[config.mk]
export PLATFORM = sky130hd
export DESIGN_NAME = bama_fifo_flat
export DESIGN_NICKNAME = d
export VERILOG_FILES = /design/src/rtl/bama_pkg.sv /design/src/rtl/bama_if.sv /design/src/rtl/bama_fifo.sv /design/src/flat_wrapper.sv
export SDC_FILE = /design/constraint.sdc
export NUM_CORES = 1
export LEC_CHECK = 0
export BUFFER_PORTS_ARGS = -buffer_cell sky130_fd_sc_hd__buf_2
export CORE_AREA = 2 2 125 127
export DETAILED_ROUTE_END_ITERATION = 6
export DIE_AREA = 0 0 127 129
export SYNTH_ARGS = -nofsm -noshare
export SYNTH_HDL_FRONTEND = slang
export SYNTH_SLANG_ARGS = --single-unit
[constraint.sdc]
create_clock -name clk -period 2.3 [get_ports clk]
set_input_delay 0.23 -clock clk [delete_from_list [all_inputs] [get_ports clk]]
set_output_delay 0.23 -clock clk [all_outputs]
set_load 0.1 [all_outputs]
[src/rtl/bama_pkg.sv]
// Shared types and constants for the burst audio mix accumulator.
// No dependencies; every other file in rtl/ except bama_ram imports this package.
package bama_pkg;

  // Field widths of the item and result channels
  localparam int CMD_W    = 3;
  localparam int SAMPLE_W = 16;
  localparam int GAIN_W   = 16;
  localparam int INDEX_W  = 10;
  localparam int MIX_W    = 24;
  localparam int CONS_W   = 11;

  // Configuration registers
  localparam int CFG_IDX_W = 1;
  localparam int CPF_W     = 4;
  localparam int FPB_W     = 10;
  localparam int CFG_W     = 10;
  localparam logic [CPF_W-1:0] CPF_RESET = 4'd2;
  localparam logic [FPB_W-1:0] FPB_RESET = 10'd192;
  localparam logic [CFG_IDX_W-1:0] REG_CHANNELS = 1'b0;
  localparam logic [CFG_IDX_W-1:0] REG_FRAMES   = 1'b1;

  // Defaults for the top-level parameters
  localparam int MAX_SAMPLES_DEF = 1024;
  localparam int ACC_WIDTH_DEF   = 24;

  // Gain scaling: Q1.15 sample times Q2.14 gain, rounded back to 15 fraction bits
  localparam int GAIN_FRAC   = 14;
  localparam int ROUND_BIAS  = 1 << (GAIN_FRAC - 1);
  localparam int PROD_FULL_W = SAMPLE_W + GAIN_W + 1;
  localparam int PROD_W      = PROD_FULL_W - GAIN_FRAC;

  // Output queue
  localparam int QDEPTH = 4;
  localparam int QPTR_W = 2;
  localparam int QCNT_W = 3;

  // Result kinds
  localparam logic KIND_REPORT = 1'b0;
  localparam logic KIND_READ   = 1'b1;

  typedef enum logic [CMD_W-1:0] {
    CMD_CLEAR  = 3'd0,
    CMD_START  = 3'd1,
    CMD_SAMPLE = 3'd2,
    CMD_END    = 3'd3,
    CMD_READ   = 3'd4
  } cmd_e;

  // Operation carried by the second stage
  typedef enum logic [1:0] {
    OP_WRITE  = 2'd0,
    OP_READ   = 2'd1,
    OP_REPORT = 2'd2
  } op_e;

  typedef struct packed {
    logic valid;
    op_e  op;
    logic underflow;
    logic oob;
  } stage_ctrl_t;

  typedef struct packed {
    logic                     kind;
    logic signed [MIX_W-1:0]  mixed;
    logic                     underflow;
    logic        [CONS_W-1:0] consumed;
  } result_t;

endpackage

[src/rtl/bama_if.sv]


interface bama_out_if import bama_pkg::*; ();
  logic                     valid;
  logic                     ready;
  logic                     result_kind;
  logic signed [MIX_W-1:0]  mixed_value;
  logic                     underflow;
  logic        [CONS_W-1:0] consumed_samples;

  modport source (output valid, result_kind, mixed_value, underflow, consumed_samples,
                  input ready);
  modport sink   (input valid, result_kind, mixed_value, underflow, consumed_samples,
                  output ready);
endinterface

[src/rtl/bama_fifo.sv]
// Output queue of result items, registered, drives the result channel.
// Depends on bama_pkg and bama_if.
module bama_fifo import bama_pkg::*; (
  input  logic              clk,
  input  logic              rst,
  input  logic              push,
  input  result_t           push_data,
  output logic [QCNT_W-1:0] count,
  bama_out_if.source        results
);

  result_t            mem [QDEPTH];
  logic [QPTR_W-1:0]  wptr;
  logic [QPTR_W-1:0]  rptr;
  logic               pop;
  result_t            head;

  assign head                     = mem[rptr];
  assign results.valid            = count != '0;
  assign results.result_kind      = head.kind;
  assign results.mixed_value      = head.mixed;
  assign results.underflow        = head.underflow;
  assign results.consumed_samples = head.consumed;
  assign pop = results.valid && results.ready;

  always_ff @(posedge clk) begin
    if (rst) begin
      wptr  <= '0;
      rptr  <= '0;
      count <= '0;
    end else begin
      if (push) begin
        wptr <= wptr + 1'b1;
      end
      if (pop) begin
        rptr <= rptr + 1'b1;
      end
      count <= count + QCNT_W'(push) - QCNT_W'(pop);
    end
    if (push) begin
      mem[wptr] <= push_data;
    end
  end

`ifndef NO_ASSERTIONS
  a_count_bound: assert property (@(posedge clk) disable iff (rst)
    count <= QCNT_W'(QDEPTH))
    else $error("output queue overflow");
`endif

endmodule

[src/flat_wrapper.sv]
// flat-port wrapper written by rule: the top's interface ports become plain ports
module bama_fifo_flat import bama_pkg::*;
  (clk, rst, push, push_data, count, results_valid, results_result_kind, results_mixed_value, results_underflow, results_consumed_samples, results_ready);
  bama_out_if results_i ();
  input  logic clk;
  input  logic rst;
  input  logic push;
  input  result_t push_data;
  output logic [QCNT_W-1:0] count;
  output wire logic [$bits(results_i.valid)-1:0] results_valid;
  output wire logic [$bits(results_i.result_kind)-1:0] results_result_kind;
  output wire logic [$bits(results_i.mixed_value)-1:0] results_mixed_value;
  output wire logic [$bits(results_i.underflow)-1:0] results_underflow;
  output wire logic [$bits(results_i.consumed_samples)-1:0] results_consumed_samples;
  input wire logic [$bits(results_i.ready)-1:0] results_ready;
  assign results_valid = results_i.valid;
  assign results_result_kind = results_i.result_kind;
  assign results_mixed_value = results_i.mixed_value;
  assign results_underflow = results_i.underflow;
  assign results_consumed_samples = results_i.consumed_samples;
  assign results_i.ready = results_ready;
  bama_fifo u_core (.clk(clk), .rst(rst), .push(push), .push_data(push_data), .count(count), .results(results_i));
endmodule
==> qor.txt <==
Register bit total from synthesis = 157
Crit path max fanout = 19
RSZ-0062 raised after global routing = false
Row Count = 45
Final HPWL DP = 5.94 mm
CTS Buffer Depth = 2
Worst min-delay path category = primary input to flip-flop
Hold Fails Final Rpt = 0
GRT Util Overall = 13.0%
Synth-to-layout area growth = 21.0%
Die width = 127 um
Core area = 15000 um2
Post-Syn Nets = 286
FFs w/ async S/R, synth = 0%
Sequential area share after synthesis = 78.8%
Share of layout cells above drive strength 1 = 46.0%
Sequential Power Share = 37.8%
Area contributors post-synth = edfxtp_1 (76%), mux4_2 (12%), mux4_1 (3.1%)
Post-synth EDFFs = 148
DRT Wirelength = 10.1 mm
LEAKAGE = 2.46 nW
Comb power frac = 33.7%
Vias in the first global route = 2825
Ys flop type = edfxtp_1
Net Sw Frac = 38.6%
Clk Latency, worst-skew pair = 420 ps
# IOs = 82
Maximum vdd drop = 1280 uV
Routed met3 length = 647 um
Fmax achieved = 0.457 GHz
Hold WS = 24.9 ps
Post-synthesis adder-cell area fraction = 1.62%
Post-Syn Area = 5870 um2
Clk sinks = 157
GPL Wtd Cong = 0.652
Htree depth = 4
Finished Cell Area = 7100 um2
Fin. max-slew vios = 0
Startpoint types = flip-flop
Ratio of final minimum period to clock period = 95.2%
XOR/XNOR Fraction of Synth Area = 0.555%
Final setup violation count = 0
First-pass GRT wire length = 15.2 mm
MaxCap Viol Count = 0
WS Path Type = flip-flop to primary output
Post-CTS Setup Repair Bufs = 0
Die Span Y = 129 um
Power Total = 0.00895 W
Drc violations = 0
Fillers = 1238
ANT cells = 0
Netlist cell types = 22
Layout Nets = 389
Post-Syn Instances = 238
Clock-pin slew on the worst setup and hold paths = 60 ps
TNS Setup = 0 ps
CTS Buf Count = 17
Antenna violations before repair = 2
Switching power = 0.00345 W
Status = finished clean
Vias = 2681
Compound-Gate Fraction of Synth Area = 0.299%
Post-synth top area share = 75.8%
CP Capture Type = primary output
Post-Synth Simple-Gate Area = 1.28%
CTS tree = done
Largest net degree at the start of global routing = 38
CP required = 2070 ps
Top Layer Used = met5
Internal power = 0.00550 W
Ys Warns = 0
Data arrival time of the worst path = 1960 ps
Actual slew at the worst max-slew pin = 505 ps
Post-synth top area cell = edfxtp_1
Root buf cell = clkbuf_16
Gr ovfl total = 0
Post-DP Area = 6520 um2
Vias per inst = 4.95
Final ANT Viol Nets = 0
Largest family of logic cells by synthesized area = multiplexers
Routed length on met2 = 4.91 mm
M1 wire length = 4.35 mm
Tmin final = 2190 ps
Avg WL per Cell = 18.6 um
DIE AREA = 16400 um2
Port Buffers = 81
Clock power share = 28.5%
Initial DRC count = 130
PwrDens = 1260 nW/um2
Synth cell count leaders = edfxtp_1 (148), mux4_2 (30), dfxtp_1 (9), mux4_1 (7)
Starting Density = 39.2%
Slew HR = 66.6%
Most frequent cell after synthesis = edfxtp_1
Multiplexer share of the synthesized area = 15.4%
Clock skew = 7.75 ps
First-pass iteration count of the detailed router = 6
Mapped Avg Cell Area = 24.6 um2
-- worst paths after layout --
kind	start	to	slack, ps	depth (start not counted)
setup / recovery	flip-flop	results_consumed_samples[5]	110	3
hold / removal	push_data[36]	u_core.mem[1][36]	20	1
setup reg to reg	u_core.count[1]	u_core.count[2]	370	7
hold reg to reg	u_core.wptr[1]	u_core.wptr[1]	560	2
-- through the flow --
| step | instances | util, % | worst slack [ps] |
|---|---|---|---|
| after global routing | 542 | 47.4 | 15.9 |
| final | 542 | 47.4 | 110 |
| after detailed placement | 509 | 43.5 | 368 |
| after CTS | 541 | 47.2 | 18.2 |
| after global placement | 509 | 43.5 | 435 |
| after floorplan | 238 | - | 226 |
-- worst max-delay path, cell delays in order (launching register included) --
cell,delay [ps]
dfxtp_2,420
buf_16,220
mux4_1,590
buf_2,310
-- cell type report --
| cell class | instances | area (um2) | area share [%] |
|---|---|---|---|
| clock buffers | 17 | 425 | 5.99 |
| clock inverters | 15 | 121 | 1.71 |
| inverters | 6 | 22.5 | 0.317 |
| multi-input cells | 66 | 1130 | 15.9 |
| flip-flops and latches | 157 | 4630 | 65.3 |
| well taps | 188 | 235 | 3.31 |
| repair buffers | 93 | 533 | 7.51 |
-- metal layers --
| layer | vias to the layer above | global-route usage [%] |
|---|---|---|
| met4 | 4 | 5.82 |
| met1 | 1384 | 16.4 |
| met3 | 14 | 5.32 |
| li1 | 1209 | - |
| met5 | - | 0 |
| met2 | 70 | 19.9 |
-- repair_timing --
action,CTS,global route
gates resized for setup,0,1
setup endpoints to repair,0,6
hold buffers,0,0
-- cell families (layout without fill, tap and decap cells) --
kind of cell	count (synthesis)	after routing
muxes	41	41
DFF	157	157
xor gates and xnor gates	2	2
adders and majority gates	7	7
buffers and inverters	15	131
and+or+nand+nor	14	14
AOI/OAI and AO/OA	2	2
-- placed cells by master, fill, tap and decap left out, drive strengths merged --
| cell | netlist | final |
|---|---|---|
| xnor2 | 1 | 1 |
| buf | 7 | 92 |
| edfxtp | 148 | 148 |
| clkbuf | 2 | 18 |
| clkinv | 0 | 9 |
| dfxtp | 9 | 9 |
| o311ai | 1 | 1 |
| fa | 1 | 1 |
| clkinvlp | 0 | 2 |
| inv | 6 | 9 |
| ha | 6 | 6 |
| mux4 | 37 | 37 |
| o31a | 1 | 1 |
| nor2 | 5 | 5 |
| or3 | 1 | 1 |
| bufinv | 0 | 1 |
| and2 | 4 | 4 |
| mux2i | 1 | 1 |
| xor3 | 1 | 1 |
| nor2b | 4 | 4 |
| mux2 | 3 | 3 |
-- sequential cells by signal, indices dropped and copies added (netlist names), named ones only --
register      flops
u_core.count      3
u_core.mem      148
u_core.rptr       2
u_core.wptr       2
-- power by group through the flow --
stage                     Clock, W  Combinational [W]  Sequential [W]
after global placement           0            0.00300         0.00342
after CTS                  0.00263            0.00302         0.00337
after detailed placement         0            0.00302         0.00343
after floorplan                  0            0.00249         0.00357
final                      0.00255            0.00302         0.00338
after global routing       0.00276            0.00316         0.00340
No activity file was read; power rests on OpenSTA's default activity.
