[src/rtl/bama_ram.sv]
// Generic simple dual-port RAM: one write port, one read port, registered read.
// No dependencies.
module bama_ram #(
  parameter int WIDTH = 8,
  parameter int DEPTH = 16,
  localparam int AW = $clog2(DEPTH)
) (
  input  logic             clk,
  input  logic             we,
  input  logic [AW-1:0]    waddr,
  input  logic [WIDTH-1:0] wdata,
  input  logic [AW-1:0]    raddr,
  output logic [WIDTH-1:0] rdata
);

  logic [WIDTH-1:0] mem [DEPTH];

  always_ff @(posedge clk) begin
    if (we) begin
      mem[waddr] <= wdata;
    end
    rdata <= mem[raddr];
  end

endmodule

[config.mk]
export PLATFORM = sky130hd
export DESIGN_NAME = bama_ram
export DESIGN_NICKNAME = d
export VERILOG_FILES = /design/src/rtl/bama_ram.sv
export SDC_FILE = /design/constraint.sdc
export NUM_CORES = 1
export LEC_CHECK = 0
export BUFFER_PORTS_ARGS = -buffer_cell sky130_fd_sc_hd__clkbuf_2
export CAP_MARGIN = 20
export CORE_AREA = 2 2 117 119
export DETAILED_ROUTE_END_ITERATION = 8
export DIE_AREA = 0 0 119 121
export PLACE_DENSITY = 0.52
export RECOVER_POWER = 50
export SKIP_LAST_GASP = 1
export SYNTH_ARGS = -nofsm -noshare
export SYNTH_HDL_FRONTEND = slang
export SYNTH_SLANG_ARGS = --single-unit
[constraint.sdc]
create_clock -name clk -period 4.2 [get_ports clk]
set_input_delay 0.84 -clock clk [delete_from_list [all_inputs] [get_ports clk]]
set_output_delay 0.84 -clock clk [all_outputs]
set_load 0.01 [all_outputs]
==> run metrics, run 1 <==
PD cells=approximately 510 nW/um^2; nets=284; hold path endpoint=rdata[3]; Cells after Synth=229; drt wl/cell=22.07 um; total routed wirelength=roughly 10 mm; Worst-path clk slew=approximately 0.060 ns; Max-Slew Margin vs Limit=~33%; crit-path max cell delay=between 0.7 and 0.8 ns; Compound-Gate Fraction of Synth Area=between 2 and 2.5%; CP max FO=8; chain of cells forming the critical path=clkbuf_2, or3b_2, nor2_1; GRT busiest layer=met2; r2r startpoint=mem[11][7]; all-layer global routing usage=about 15%; antenna violations before repair=0; Crit Path Class=in2reg; PostCTS Resize Cnt=0; Synth Area in XOR/XNOR=0%; reg-to-reg endpoint=rdata[7]; drt first pass iters=4; met1 GRT Util=20.88%; synth unique cells=19; Static Leak=~2.0 nW; initial DRC count=approximately 210; final critical-path share of the clock period=between 50% and 60%; Worst Setup Start Kind=primary input; CP Capture Type=flip-flop; worst-margin pin slew=1.001 ns; flop-to-flop setup slack=about 2.9 ns; Highest Clock Rate=roughly 0.46 GHz; Initial Utilization=39.34%; total negative setup slack=0 ns; grt total ovfl=0; number of cell rows=42; CTS tree=built; ANT nets after route=0; Finished Core Util=a little under half; CTS root buf=clkbuf_16; skew final=~0.0085 ns; total clock sinks=approximately 140; Yosys reg bits=around 140; post-DP HPWL=6.067 mm; core area=about 13,000 um^2; clock latency on the worst-skew pair=slightly above 0.4 ns; Mapped Avg Cell Area=approximately 22 um^2; IO Port Bufs=25; Post-Syn Area=5147 um^2; unrepaired setup endpoints after global routing=false; number of post-CTS setup repair buffers=0; first-pass GRT wire length=15.34 mm; adder-cell share of the synthesized area=0%; Fin Hold WS=0.6810 ns; combinational family with the most area after synthesis=multiplexers; largest net degree at the start of global routing=33; die area=14,400 um^2; Yosys top cell area share=between 70 and 80%; fraction of the mapped netlist area in simple logic gates=3.184%; hold crit path type=reg2reg; final hold vios=0; CTS H-tree depth=4; DR vias=between 2,000 and 2,500; total CTS buffers=17; # DRC=0; top cells by area, synth=edfxtp_1 (75%), mux4_2 (7.9%), mux4_1 (7.1%); die width=119 um; DR vias/cell=between 5 and 6; maximum VDD drop=between 300 and 400 uV; vias in the first global route=2,487; Worst Path Arrival=around 2.2 ns; Hold Crit Start=mem[8][3]; hold buffer count at cts=0; I/O pin total=26; Area growth, synth to finish=16.67%; required time of the critical path=approximately 4.2 ns; diode count=0; status=completed; Crit path max-delay family=simple AND/OR/NAND/NOR gates; mux cell area share after synthesis=15.02%; die height=121 um; share of cells above drive strength 1=25.45%; minimum clock period=2.166 ns; syn_nets=around 250; worst hold path depth=3; final slew viol count=0; Setup Viol. Count Final=0; Buf+Inv Stages, Crit Path=1; M3 GR Usage=under 10%; Yosys warnings=0; register area share after synthesis=77.78%; R2R depth=3; Clock Path Buffers=2; Synth area leader=edfxtp_1; M2 GR Usage=23.49%; crit path max-delay cell type=nor2_1; number of fill cells in the layout=approximately 1,100; max cap viols=0; gpl congestion=between 0.7 and 0.8
synthesized netlist by cell type:
cell,instances
clkdlybuf4s25_2,3
and2b_1,1
buf_4,1
mux4_2,18
and2_1,1
nor2b_1,1
nor3_1,4
nand3_1,1
nand2_1,9
nand2b_1,2
buf_2,3
dfxtp_1,8
buf_6,3
or3b_2,1
nor2_1,13
nand3b_1,2
mux4_1,14
edfxtp_1,128
a22oi_1,16
registers in the layout, indices dropped and copies added (netlist names):
| register | cells |
|---|---|
| mem | 128 |
| rdata | 8 |
logic make-up (layout without fill, tap and decap cells):
| family | count (synthesis) | in the layout |
|---|---|---|
| DFF | 136 | 136 |
| muxes | 32 | 32 |
| and+or+nand+nor | 35 | 35 |
| AOI/OAI and AO/OA | 16 | 16 |
| buffers and inverters | 10 | 60 |
tightest hold or removal path, cell delays in order, from the launching register on:
cell and delay, ns:
edfxtp_1 0.31, mux4_1 0.21, a22oi_1 0.08, nand2_1 0.05
final cells by class:
type | count | area (um^2) | share of cell area (%)
Clock buffer | 19 | 452.9 | 7.542
Clock inverter | 13 | 128.9 | 2.146
Multi-Input combinational cell | 83 | 1067 | 17.77
Sequential cell | 136 | 4004 | 66.67
Tap cell | 176 | 220.2 | 3.667
Timing Repair Buffer | 28 | 132.6 | 2.208
worst max path at each step:
stage                  start         to  slack, ns  depth (start not counted)
floorplan           waddr[2]  mem[0][0]       1.87                          2
global placement    waddr[2]  mem[1][5]       1.55                          3
detailed placement  waddr[2]  mem[1][5]       1.55                          3
CTS                 waddr[2]  mem[1][5]       1.99                          3
global route        waddr[2]  mem[1][5]       1.94                          3
finish              waddr[2]  mem[1][5]       2.03                          3
stage by stage:
step	worst slack [ns]	total power, mW	std cells	area (um^2)
2_1_floorplan	1.867	1.633	229	5147
3_3_place_gp	1.552	1.692	423	5439
3_5_place_dp	1.551	1.694	423	5439
4_1_cts	1.986	3.120	455	6021
5_1_grt	1.943	3.187	455	6006
6_report	2.034	3.088	455	6006
metal layers:
metal / up-vias / share of wire, %
li1: 1046 / -
met1: 1197 / 45
met2: 60 / 48
met3: 7 / 5.9
met4: 0 / 0.81
met5: - / 0
placed cells by master (no fill, tap or decap):
| master | count |
|---|---|
| edfxtp_1 | 128 |
| a22oi_1 | 16 |
| or3b_2 | 1 |
| dfxtp_1 | 8 |
| and2b_1 | 1 |
| nor3_1 | 2 |
| nor3_2 | 2 |
| clkbuf_2 | 16 |
| buf_4 | 2 |
| nand3_1 | 1 |
| nand3b_1 | 2 |
| clkbuf_16 | 17 |
| clkbuf_1 | 10 |
| bufinv_16 | 2 |
| clkbuf_8 | 2 |
| nor2b_1 | 1 |
| nand2_1 | 9 |
| nand2b_1 | 2 |
| clkinvlp_4 | 4 |
| clkinv_4 | 1 |
| mux4_2 | 18 |
| clkinv_2 | 6 |
| nor2_1 | 13 |
| and2_1 | 1 |
| mux4_1 | 14 |
report_power, final:
| part | switching, mW | internal (mW) |
|---|---|---|
| combinational | 0.0805 | 0.0534 |
| sequential | 0.00914 | 1.52 |
| clock | 0.529 | 0.897 |
(Power assumes the default switching activity.)
==> run 2: changes to the inputs <==
==> constraint.sdc (replaced) <==
create_clock -name clk -period 2.05 [get_ports clk]
set_input_delay 0.41 -clock clk [delete_from_list [all_inputs] [get_ports clk]]
set_output_delay 0.41 -clock clk [all_outputs]
set_load 0.01 [all_outputs]
==> run metrics, run 2 (synthesized netlist as in run 1, its figures left out) <==
status=completed; register area=roughly 4000 um^2; antenna violations before repair=0; total routed wirelength=roughly 10 mm; die width=~120 um; clock latency on the worst-skew pair=around 0.41 ns; all-layer global routing usage=between 15 and 20%; required time of the critical path=around 2.3 ns; PD cells=approximately 1000 nW/um^2; clock power share=45.8%; largest net degree at the start of global routing=33; sw frac=19.73%; minimum clock period=between 1 and 1.5 ns; ANT nets after route=0; Setup Viol. Count Final=0; die area=between 10,000 and 15,000 um^2; final hold vios=0; CP max FO=21; CP Capture Type=flip-flop; worst hold path depth=1; gpl congestion=0.7125; Most flops, register=mem; combinational power share=4.7%; largest registers=mem (128), rdata (8); I/O pin total=26; Fin Hold WS=0.5195 ns; DR vias/cell=roughly 5; Worst Path Arrival=1.73 ns; number of fill cells in the layout=around 1,100; Worst-path clk slew=0.05 ns; Area growth, synth to finish=19.49%; Max-Slew Margin vs Limit=48.11%; most frequent cells in the layout=edfxtp_1 (128), mux4_2 (18), clkbuf_16 (17); drt first pass iters=4; max FFs per register=about 130; Crit Path Class=in2reg; DR vias=approximately 2,400; core area=roughly 13,000 um^2; NetSw=around 1.2 mW; PostCTS Resize Cnt=0; CTS root buf=clkbuf_16; multi-input combinational cell area=between 1000 and 1500 um^2; CTS tree=built; unrepaired setup endpoints after global routing=false; total CTS buffers=17; internal power=approximately 5.1 mW; drt wl/cell=21.91 um; R2R depth=3; leading cell type in the layout, fill and taps excluded=edfxtp_1; chain of cells forming the critical path=clkbuf_2, buf_12, mux4_1, a22oi_1, nand2_1; max cap viols=0; number of post-CTS setup repair buffers=0; hold buffer count at cts=0; IO Port Bufs=25; total clock sinks=136; grt total ovfl=0; crit path max-delay cell type=mux4_1; total negative setup slack=0 ns; worst-margin pin slew=0.7784 ns; number of cell rows=42; Finished Core Util=roughly 47%; Initial Utilization=39.34%; Static Leak=about 2.1 nW; first-pass GRT wire length=between 15 and 20 mm; die height=about 120 um; # DRC=0; final critical-path share of the clock period=a little over two thirds; diode count=0; post-DP HPWL=around 6.3 mm; CTS H-tree depth=4; final slew viol count=0; initial DRC count=170; maximum VDD drop=approximately 530 uV; skew final=about 0.0054 ns; vias in the first global route=~2,600; share of cells above drive strength 1=approximately 28%; crit-path max cell delay=around 0.57 ns; Highest Clock Rate=around 0.69 GHz; hold crit path type=in2reg; Worst Setup Start Kind=primary input; Seq pwr share=between 40% and 50%; nets=approximately 300; Clock Path Buffers=2
run 2: cell count changes in the layout (fill, tap and decap cells not counted), sizes merged:
cell | before | now
buf | 2 | 19
clkbuf | 45 | 50
clkinv | 7 | 5
clkinvlp | 4 | 2
run 2: worst max-delay path, delay by kind of cell:
family / cells / cell delay (ns)
buf+inv: 2 / 0.35
mux: 1 / 0.57
compound gates: 1 / 0.29
simple gates: 1 / 0.08
run 2: area by class of cell:
type,count,area share (%)
Multi-Input combinational cell,83,17.19
Timing Repair Buffer,46,4.902
Sequential cell,136,65.09
Tap cell,176,3.580
Clock inverter,9,1.627
Clock buffer,23,7.608
run 2: path summary, 6_finish.rpt:
path / startpoint / end / slack, ns
worst max-delay path: raddr[0] / rdata[4] / 0.61
worst min-delay path: wdata[0] / mem[10][0] / 0.52
worst max register to register: mem[1][5] / rdata[5] / 0.67
worst min register to register: mem[8][3] / rdata[3] / 0.68
run 2: per-stage QoR:
step | power, mW | instance area [um^2] | cells | setup WS, ns
finish | 6.327 | 6151 | 473 | 0.6104
global route | 6.543 | 6151 | 473 | 0.4671
CTS | 6.393 | 6170 | 473 | 0.5838
detailed placement | 3.494 | 5602 | 441 | 0.1447
global placement | 3.490 | 5602 | 441 | 0.1465
floorplan | 3.346 | 5147 | 229 | 0.1471
run 2: power by group through the flow:
stage                     combinational, mW  sequential, mW  clock [mW]
after floorplan                       0.158            3.19           0
after CTS                             0.306            3.13        2.96
final                                 0.295            3.13        2.90
after global placement                0.302            3.19           0
after detailed placement              0.305            3.19           0
after global routing                  0.324            3.14        3.08
run 2: metal layers:
layer,global-route usage [%],routed length (um),vias up
li1,-,-,1080
met1,21.89,4902,1241
met4,7.366,147,0
met3,4.276,434,14
met2,24.10,4879,61
met5,0,0,-
