`src/rtl/bama_pkg.sv`:
```
// Shared types and constants for the burst audio mix accumulator.
// No dependencies; every other file in rtl/ except bama_ram imports this package.
package bama_pkg;

  // Field widths of the item and result channels
  localparam int CMD_W    = 3;
  localparam int SAMPLE_W = 16;
  localparam int GAIN_W   = 16;
  localparam int INDEX_W  = 10;
  localparam int MIX_W    = 24;
  localparam int CONS_W   = 11;

  // Configuration registers
  localparam int CFG_IDX_W = 1;
  localparam int CPF_W     = 4;
  localparam int FPB_W     = 10;
  localparam int CFG_W     = 10;
  localparam logic [CPF_W-1:0] CPF_RESET = 4'd2;
  localparam logic [FPB_W-1:0] FPB_RESET = 10'd192;
  localparam logic [CFG_IDX_W-1:0] REG_CHANNELS = 1'b0;
  localparam logic [CFG_IDX_W-1:0] REG_FRAMES   = 1'b1;

  // Defaults for the top-level parameters
  localparam int MAX_SAMPLES_DEF = 1024;
  localparam int ACC_WIDTH_DEF   = 24;

  // Gain scaling: Q1.15 sample times Q2.14 gain, rounded back to 15 fraction bits
  localparam int GAIN_FRAC   = 14;
  localparam int ROUND_BIAS  = 1 << (GAIN_FRAC - 1);
  localparam int PROD_FULL_W = SAMPLE_W + GAIN_W + 1;
  localparam int PROD_W      = PROD_FULL_W - GAIN_FRAC;

  // Output queue
  localparam int QDEPTH = 4;
  localparam int QPTR_W = 2;
  localparam int QCNT_W = 3;

  // Result kinds
  localparam logic KIND_REPORT = 1'b0;
  localparam logic KIND_READ   = 1'b1;

  typedef enum logic [CMD_W-1:0] {
    CMD_CLEAR  = 3'd0,
    CMD_START  = 3'd1,
    CMD_SAMPLE = 3'd2,
    CMD_END    = 3'd3,
    CMD_READ   = 3'd4
  } cmd_e;

  // Operation carried by the second stage
  typedef enum logic [1:0] {
    OP_WRITE  = 2'd0,
    OP_READ   = 2'd1,
    OP_REPORT = 2'd2
  } op_e;

  typedef struct packed {
    logic valid;
    op_e  op;
    logic underflow;
    logic oob;
  } stage_ctrl_t;

  typedef struct packed {
    logic                     kind;
    logic signed [MIX_W-1:0]  mixed;
    logic                     underflow;
    logic        [CONS_W-1:0] consumed;
  } result_t;

endpackage

```
`src/rtl/bama_if.sv`:
```
// Valid/ready channel interfaces for items and results.
// Depends on bama_pkg for field widths.
interface bama_in_if import bama_pkg::*; ();
  logic                       valid;
  logic                       ready;
  logic        [CMD_W-1:0]    command;
  logic signed [SAMPLE_W-1:0] sample_value;
  logic        [GAIN_W-1:0]   gain;
  logic        [INDEX_W-1:0]  read_index;

  modport source (output valid, command, sample_value, gain, read_index, input ready);
  modport sink   (input valid, command, sample_value, gain, read_index, output ready);
endinterface


```
`src/rtl/bama_front.sv`:
```
// Input stage: command decode, configuration, write position, gain and epoch state,
// gain multiply and RAM read address. Depends on bama_pkg and bama_if.
module bama_front import bama_pkg::*; #(
  parameter int MAX_SAMPLES = MAX_SAMPLES_DEF,
  localparam int AW = $clog2(MAX_SAMPLES),
  localparam int PW = $clog2(MAX_SAMPLES + 1)
) (
  input  logic                    clk,
  input  logic                    rst,
  input  logic                    cfg_write,
  input  logic [CFG_IDX_W-1:0]    cfg_index,
  input  logic [CFG_W-1:0]        cfg_data,
  bama_in_if.sink                 items,
  input  logic                    hold,
  output logic [AW-1:0]           ram_raddr,
  output stage_ctrl_t             s1_ctrl,
  output logic [AW-1:0]           s1_addr,
  output logic signed [PROD_W-1:0] s1_prod,
  output logic [CONS_W-1:0]       s1_consumed,
  output logic                    current_epoch
);

  localparam int BL_W = CPF_W + FPB_W;

  logic [CPF_W-1:0]   channels_per_frame;
  logic [FPB_W-1:0]   frames_per_burst;
  logic [PW-1:0]      write_position;
  logic [GAIN_W-1:0]  client_gain;

  logic [BL_W-1:0]    blen_raw;
  logic [PW-1:0]      blen;
  logic               pos_ok;
  logic               accept;
  logic               oob;
  stage_ctrl_t        s1_ctrl_next;
  logic signed [PROD_FULL_W-1:0] prod_full;
  logic signed [PROD_FULL_W-1:0] prod_sum;

  assign items.ready = !hold;
  assign accept      = items.valid && items.ready;

  // Burst length, clamped to the buffer depth
  always_comb begin
    blen_raw = BL_W'(channels_per_frame) * BL_W'(frames_per_burst);
    if (32'(blen_raw) > 32'(MAX_SAMPLES)) begin
      blen = PW'(MAX_SAMPLES);
    end else begin
      blen = PW'(blen_raw);
    end
  end

  assign pos_ok = write_position < blen;
  assign oob    = 32'(items.read_index) >= 32'(MAX_SAMPLES);

  // Round half up to 15 fraction bits: add half an LSB, keep the high bits
  assign prod_full = PROD_FULL_W'(items.sample_value)
                   * PROD_FULL_W'(signed'({1'b0, client_gain}));
  assign prod_sum  = prod_full + PROD_FULL_W'(ROUND_BIAS);

  always_comb begin
    ram_raddr    = AW'(items.read_index);
    s1_ctrl_next = '0;
    s1_ctrl_next.oob       = oob;
    s1_ctrl_next.underflow = pos_ok;
    case (items.command)
      CMD_SAMPLE: begin
        ram_raddr          = AW'(write_position);
        s1_ctrl_next.valid = accept && pos_ok;
        s1_ctrl_next.op    = OP_WRITE;
      end
      CMD_END: begin
        s1_ctrl_next.valid = accept;
        s1_ctrl_next.op    = OP_REPORT;
      end
      CMD_READ: begin
        s1_ctrl_next.valid = accept;
        s1_ctrl_next.op    = OP_READ;
      end
      default: begin
        s1_ctrl_next.valid = 1'b0;
      end
    endcase
  end

  always_ff @(posedge clk) begin
    if (rst) begin
      channels_per_frame <= CPF_RESET;
      frames_per_burst   <= FPB_RESET;
      write_position     <= '0;
      client_gain        <= '0;
      current_epoch      <= 1'b1;
      s1_ctrl            <= '0;
    end else begin
      if (cfg_write) begin
        case (cfg_index)
          REG_CHANNELS: channels_per_frame <= cfg_data[CPF_W-1:0];
          REG_FRAMES:   frames_per_burst   <= cfg_data[FPB_W-1:0];
          default: ;
        endcase
      end
      s1_ctrl <= s1_ctrl_next;
      if (accept) begin
        case (items.command)
          CMD_CLEAR: current_epoch <= ~current_epoch;
          CMD_START: begin
            client_gain    <= items.gain;
            write_position <= '0;
          end
          CMD_SAMPLE: begin
            if (pos_ok) begin
              write_position <= write_position + 1'b1;
            end
          end
          default: ;
        endcase
      end
    end
    s1_addr     <= ram_raddr;
    s1_prod     <= prod_sum[PROD_FULL_W-1:GAIN_FRAC];
    s1_consumed <= CONS_W'(write_position);
  end

`ifndef NO_ASSERTIONS
  a_pos_bound: assert property (@(posedge clk) disable iff (rst)
    32'(write_position) <= 32'(MAX_SAMPLES))
    else $error("write position ran past the buffer depth");

  a_pos_step: assert property (@(posedge clk) disable iff (rst)
    (accept && items.command == CMD_SAMPLE && pos_ok)
      |=> (write_position == $past(write_position) + 1'b1))
    else $error("write position did not step after a mixed sample");
`endif

endmodule

```
`src/flat_wrapper.sv`:
```
// flat-port wrapper written by rule: the top's interface ports become plain ports
module bama_front_flat import bama_pkg::*;
#(
  parameter int MAX_SAMPLES = MAX_SAMPLES_DEF,
  localparam int AW = $clog2(MAX_SAMPLES),
  localparam int PW = $clog2(MAX_SAMPLES + 1)
)
  (clk, rst, cfg_write, cfg_index, cfg_data, hold, ram_raddr, s1_ctrl, s1_addr, s1_prod, s1_consumed, current_epoch, items_valid, items_command, items_sample_value, items_gain, items_read_index, items_ready);
  bama_in_if items_i ();
  input  logic clk;
  input  logic rst;
  input  logic cfg_write;
  input  logic [CFG_IDX_W-1:0] cfg_index;
  input  logic [CFG_W-1:0] cfg_data;
  input  logic hold;
  output logic [AW-1:0] ram_raddr;
  output stage_ctrl_t s1_ctrl;
  output logic [AW-1:0] s1_addr;
  output logic signed [PROD_W-1:0] s1_prod;
  output logic [CONS_W-1:0] s1_consumed;
  output logic current_epoch;
  input wire logic [$bits(items_i.valid)-1:0] items_valid;
  input wire logic [$bits(items_i.command)-1:0] items_command;
  input wire logic [$bits(items_i.sample_value)-1:0] items_sample_value;
  input wire logic [$bits(items_i.gain)-1:0] items_gain;
  input wire logic [$bits(items_i.read_index)-1:0] items_read_index;
  output wire logic [$bits(items_i.ready)-1:0] items_ready;
  assign items_i.valid = items_valid;
  assign items_i.command = items_command;
  assign items_i.sample_value = items_sample_value;
  assign items_i.gain = items_gain;
  assign items_i.read_index = items_read_index;
  assign items_ready = items_i.ready;
  bama_front #(.MAX_SAMPLES(MAX_SAMPLES)) u_core (.clk(clk), .rst(rst), .cfg_write(cfg_write), .cfg_index(cfg_index), .cfg_data(cfg_data), .items(items_i), .hold(hold), .ram_raddr(ram_raddr), .s1_ctrl(s1_ctrl), .s1_addr(s1_addr), .s1_prod(s1_prod), .s1_consumed(s1_consumed), .current_epoch(current_epoch));
endmodule
```
`config.mk`:
```
export PLATFORM = sky130hd
export DESIGN_NAME = bama_front_flat
export DESIGN_NICKNAME = d
export VERILOG_FILES = /design/src/rtl/bama_pkg.sv /design/src/rtl/bama_if.sv /design/src/rtl/bama_front.sv /design/src/flat_wrapper.sv
export SDC_FILE = /design/constraint.sdc
export NUM_CORES = 1
export LEC_CHECK = 0
export BUFFER_PORTS_ARGS = -buffer_cell sky130_fd_sc_hd__buf_2
export CAP_MARGIN = 30
export CORE_MARGIN = 1
export CORE_UTILIZATION = 25
export DETAILED_ROUTE_END_ITERATION = 10
export SLEW_MARGIN = 20
export SYNTH_ARGS = -nofsm -noshare
export SYNTH_HDL_FRONTEND = slang
export SYNTH_SLANG_ARGS = --single-unit
```
`constraint.sdc`:
```
create_clock -name clk -period 8.15 [get_ports clk]
set_input_delay 1.63 -clock clk [delete_from_list [all_inputs] [get_ports clk]]
set_output_delay 1.63 -clock clk [all_outputs]
set_load 0.01 [all_outputs]
```
==> results of run 1 <==
-- registers in the layout, summed over array words and instances, names as in the netlist --
name	cells
u_core.frames_per_burst	10
u_core.s1_addr	10
u_core.s1_ctrl	4
u_core.s1_consumed	11
u_core.write_position	11
u_core.client_gain	16
u_core.current_epoch	1
u_core.s1_prod	19
u_core.channels_per_frame	4
-- placed cells by master (no fill, tap or decap), types with 3 or more instances in the layout --
cell,n
nand4_1,7
o21ai_0,17
o21a_1,4
o311ai_0,3
a21oi_1,55
buf_4,8
nor2b_1,4
ha_1,146
dfxtp_1,86
o21bai_1,4
a211oi_1,5
a211o_1,5
mux2i_1,4
or2_2,5
nor3_1,7
nand3_1,12
xor2_1,13
buf_2,116
or3_1,8
nor2_1,33
nand3b_1,3
nand2b_1,22
mux2_2,13
and2_1,131
inv_1,271
clkbuf_16,9
a21o_1,12
o41ai_1,4
nand2_1,227
fa_1,210
xnor2_1,13
nor4_1,4
-- final timing paths --
path              cells past startpoint                         start  slack (ns)                        to
setup reg to reg                     24  u_core.channels_per_frame[3]        1.26  u_core.write_position[8]
setup / recovery                     23         items_sample_value[1]        0.73         u_core.s1_prod[8]
hold reg to reg                       0     u_core.write_position[10]        0.39    u_core.s1_consumed[10]
hold / removal                        0     u_core.write_position[10]        0.39    u_core.s1_consumed[10]
-- per-stage QoR --
stage / cell area [sq um] / std cells / hold slack (ns) / power [uW] / utilization [%]
after floorplan: 12600 / 1415 / 0.368 / 701 / -
after global placement: 13800 / 2153 / 0.388 / 816 / 28.1
after detailed placement: 13800 / 2153 / 0.381 / 822 / 28.1
after CTS: 14100 / 2169 / 0.397 / 1270 / 28.7
after global routing: 14200 / 2170 / 0.414 / 1330 / 28.8
final: 14200 / 2170 / 0.393 / 1240 / 28.8
-- per-layer routing --
metal,part of all wire (%),global-route usage (%)
met3,6.1,3.07
met2,48,21.3
met4,2.2,4.10
met5,0.14,0
met1,44,16.6
-- area by class of cell --
cell class | instances | area, sq um
fill | 5294 | 35100
multi-input combinational | 1008 | 9640
sequential | 86 | 1720
inverter | 271 | 1020
tap | 664 | 831
timing repair buffer | 125 | 661
clock buffer | 9 | 225
clock inverter | 7 | 72.6
-- report_power, final --
| group | switching [uW] | internal, uW |
|---|---|---|
| logic | 203 | 138 |
| registers | 19.0 | 449 |
| clock network | 218 | 216 |
| total | 440 | 803 |
-- cell usage after synthesis (17+ instances only) --
cell / number
and2_1: 131
nor2_1: 33
ha_1: 146
nand2_1: 227
o21ai_0: 17
dfxtp_1: 86
fa_1: 210
clkbuf_1: 47
a21oi_1: 55
inv_1: 271
nand2b_1: 22
-- kinds of logic after synthesis --
group / after synthesis / synth area share (%)
buffers and inverters: 321 / 9.68
and+or+nand+nor: 478 / 18.7
xor gates and xnor gates: 26 / 1.81
AOI/OAI and AO/OA: 130 / 6.61
adders and majority gates: 356 / 48.0
DFF: 86 / 13.7
other: 1 / 0.0298
muxes: 17 / 1.48
==> qor.yml, run 1 <==
finalSetupTns_ns: 0
synth-async-reset-ratio_pct: 0
fin_skew_ns: 0.00938
cts_buffers: 9
finalWorstSetupSlack_ns: 0.734
drt-wirelength-per-cell_um: 14.5
setup_viol: 0
cap_violations: 0
p_leak_uw: 0.00680
core_sq_um: 49300
crit_buf_inv: 6
maxSlewHeadroom_pct: 46.6
die_w_um: 226
syn_avg_cell_area_sq_um: 8.88
grt_max_degree: 50
cp_common_cell: "fa_1"
clock-sinks: 86
nets: 1918
crit_family: "adder cells"
dr_total_vias: 9643
ir_drop_v: 0.000118
hold_viol: 0
ctsResizeCount: 0
insertion_delay_ns: 0.38
drt-initial-drc-count: 477
num_io_pins: 118
synth_cell_type_count: 59
routabilityCongestion: 0.839
hold_path.class: "reg2reg"
ctsHoldBuffers: 0
ys_seq_area_share_pct: 13.7
startpoint_type: "input port"
synth_flop_cell: "dfxtp_1"
arrival_ns: 7.67
cts_root_buf: "clkbuf_16"
postCtsSetupBuffers: 0
drt_wl_total_um: 31400
slew_viol_final: 0
synthCells: 1415
cp-end-kind: "register"
dr.pass1.iters: 6
dp_hpwl_um: 25400
slowest_stage: "fa_1"
via_per_inst: 4.44
cts_tree: "built"
htree_levels: 3
fmax_mhz: 135
synth_nets: 1832
ant_nets: 0
finalCriticalPeriod_ns: 7.42
diodes: 0
yosysWarnings: 0
grt_pass1_vias: 10100
fp-row-count: 81
fp.dieArea_sq_um: 51200
dpl_worst_slack_ns: 0.361
drive_gt1_share_pct: 11.0
slowest_delay_ns: 0.58
portBuffers: 116
dieHeight_um: 226
synth_top_area_cell: "fa_1"
area_growth_pct: 12.7
synth_edf_count: 0
drc: 0
netlist_area_sq_um: 12600
grt_usage_pct: 12.9
path_cells: "buf_2 > nand2_1 > fa_1 > inv_1 > fa_1 > inv_1 > fa_1 > fa_1 > inv_1 > fa_1 > inv_1 > fa_1 > inv_1 > ha_1 > nand2_1 > o21ai_0 > o22ai_1 > or2_2 > o21ai_0 > a31o_2 > a21oi_1 > nor4bb_1 > or3_1"
grt_pass1_wl_um: 51700
status: "completed"
ys_top_cells_by_area: "fa_1, ha_1, dfxtp_1, inv_1, nand2_1"
rsz0062_at_grt: "no"
max_slew.worst_pin.slew_ns: 0.800
antenna_found_initial: 3
path_class: "in2reg"
worst_ep_required_time_ns: 8.41
period_share_pct: 91.0
overflow: 0
clk_path_buf_depth: 2
path_max_fanout: 16
clk_pin_slew_ns: 0.07
synth_top_area_share_pct: 33.4
start_util_pct: 25.5
p_per_area_nw_per_um2: 87.8
synth-seq-cells: 86
No activity file was read; power rests on OpenSTA's default activity.
==> run 2: changes to the inputs <==
CORE_ASPECT_RATIO = 0.8   (was unset)
clock period = 7.39 ns   (was 8.15 ns; I/O delays follow)
==> qor.yml, run 2 (synthesis results as in run 1) <==
final_cell_mix: "inv_1, nand2_1, fa_1"  # unchanged
arrival_ns: 7.24  # was 7.67 ns
cts_tree: "built"  # unchanged
cts_root_buf: "clkbuf_16"  # unchanged
power.clock.fraction_pct: 34.5  # was 34.9%
power_switching_uw: 492  # was 440 uW
grt_max_degree: 50  # unchanged
cts_buffers: 9  # unchanged
finalCriticalPeriod_ns: 6.97
hold_viol: 0  # unchanged
setup_viol: 0  # unchanged
drt-wirelength-per-cell_um: 15.0  # was 14.5 um
fp.dieArea_sq_um: 51200  # about the same
p_leak_uw: 0.00692  # was 0.00680 uW
status: "completed"  # unchanged
dp_hpwl_um: 27400  # was 25,400 um
drt-initial-drc-count: 517  # was 477
cp-end-kind: "register"  # unchanged
area_growth_pct: 14.3  # was 12.7%
overflow: 0  # unchanged
multi_input_area_sq_um: 9640  # about the same
clock-sinks: 86  # unchanged
final-seq-area_sq_um: 1720  # unchanged
drt_wl_total_um: 33200  # was 31,400 um
nFillCells: 5335  # was 5,294
fmax_mhz: 143
drive_gt1_share_pct: 12.6  # was 11.0%
clk_path_buf_depth: 2  # unchanged
hold_path.class: "reg2reg"  # unchanged
power_frac_seq_pct: 37.3  # was 37.6%
maxSlewHeadroom_pct: 36.5  # was 46.6%
period_share_pct: 94.4
dieHeight_um: 203  # was 226 um
min_from: "u_core.write_position[10]"  # unchanged
startpoint_type: "input port"  # unchanged
rsz0062_at_grt: "no"  # unchanged
p_int_uw: 891  # was 803 uW
ant_nets: 0  # unchanged
die_w_um: 253  # was 226 um
p_per_area_nw_per_um2: 96.3  # was 87.8 nW/um^2
cap_violations: 0  # unchanged
max_slew.worst_pin.slew_ns: 0.951  # was 0.800 ns
r2r_slack_ns: 0.65  # was 1.26 ns
largest_reg_flops: 19  # unchanged
fin_skew_ns: 0.00813  # was 0.00938 ns
clk_pin_slew_ns: 0.08  # was 0.07 ns
num_io_pins: 118  # unchanged
reg2reg_from: "u_core.channels_per_frame[3]"  # unchanged
routabilityCongestion: 0.854  # was 0.839
htree_levels: 3  # unchanged
portBuffers: 116  # unchanged
placedInstanceArea_sq_um: 14000  # was 13,800 sq um
start_util_pct: 25.3  # was 25.5%
dr.pass1.iters: 5  # was 6
timing.critical_path.from: "items_sample_value[1]"  # unchanged
nets: 1943  # was 1,918
worst_ep_required_time_ns: 7.66  # was 8.41 ns
insertion_delay_ns: 0.38  # about the same
slew_viol_final: 0  # unchanged
final_cell_area_sq_um: 14400  # was 14,200 sq um
via_per_inst: 4.40  # was 4.44
drc: 0  # unchanged
grt_pass1_wl_um: 55400  # was 51,700 um
path_max_fanout: 7  # was 16
grt_pass1_vias: 10500  # was 10,100
antenna_found_initial: 7  # was 3
grt_usage_pct: 13.9  # was 12.9%
p_comb_share_pct: 28.2  # was 27.5%
core_sq_um: 49700  # was 49,300 sq um
switching_share_pct: 35.6  # was 35.4%
largest_register: "u_core.s1_prod"  # unchanged
final_common_cell: "inv_1"  # unchanged
ctsHoldBuffers: 0  # unchanged
dr_total_vias: 9724  # was 9,643
ir_drop_v: 0.000113  # was 0.000118 V
reg_top3: "u_core.s1_prod (19), u_core.client_gain (16)"  # unchanged
fp-row-count: 73  # was 81
holdWs_ns: 0.402  # was 0.393 ns
path_class: "in2reg"  # unchanged
[run 2: changes by cell type in the layout (fill, tap and decap cells not counted), sizes merged]
cell | before | now
buf | 125 | 150
diode | 0 | 2
clkinv | 2 | 1
clkinvlp | 1 | 2
[run 2: path summary, 6_finish.rpt]
check,to,depth (start not counted)
setup / recovery,u_core.s1_prod[8],21
hold / removal,u_core.s1_consumed[10],0
setup reg to reg,u_core.write_position[6],24
hold reg to reg,u_core.s1_consumed[10],0
[run 2: what timing repair did]
action,CTS,global route
setup endpoints to repair,0,3
gates resized for setup,0,3
buffers inserted,0,0
[run 2: area by class of cell]
cell class,count,share of cell area (%)
repair buffers,150,5.90
well taps,675,5.88
multi-input cells,1008,67.1
inverters,271,7.08
clock buffers,9,1.57
clock inverters,7,0.453
flip-flops and latches,86,12.0
diodes,2,0.0348
[run 2: metal layers]
metal	track usage, %	routed length (um)
met4	3.16	478
met5	0	45
met1	18.4	15300
met2	22.6	15400
met3	3.37	1970
[run 2: per-stage QoR]
stage / utilization (%) / setup TNS, ns / setup slack, ns / power (uW) / instances
5_1_grt: 28.9 / 0 / 0.109 / 1480 / 2206
3_3_place_gp: 28.3 / 0 / 0.102 / 912 / 2189
6_report: 28.9 / 0 / 0.415 / 1380 / 2208
2_1_floorplan: - / 0 / 0.200 / 773 / 1415
3_5_place_dp: 28.3 / -0.144 / -0.104 / 917 / 2189
4_1_cts: 28.9 / 0 / 0.324 / 1410 / 2205
[run 2: power by group through the flow]
stage               sequential (uW)  combinational [uW]  clock, uW
floorplan                       530                 243          0
global placement                528                 383          0
detailed placement              528                 390          0
CTS                             518                 394        501
global route                    521                 444        516
finish                          516                 390        477
[run 2: worst max-delay path, cell delays in order]
cell and delay (ns):
buf_2 0.17, nand2_1 0.10, fa_1 0.55, inv_1 0.06
fa_1 0.56, fa_1 0.46, fa_1 0.56, inv_1 0.05
fa_1 0.48, inv_1 0.05, fa_1 0.46, ha_1 0.30
a211oi_1 0.22, o21ai_1 0.15, a211oi_1 0.33, or2_2 0.19
o21ai_0 0.12, a31o_2 0.31, a21oi_2 0.21, nor4_1 0.07
or3_1 0.36
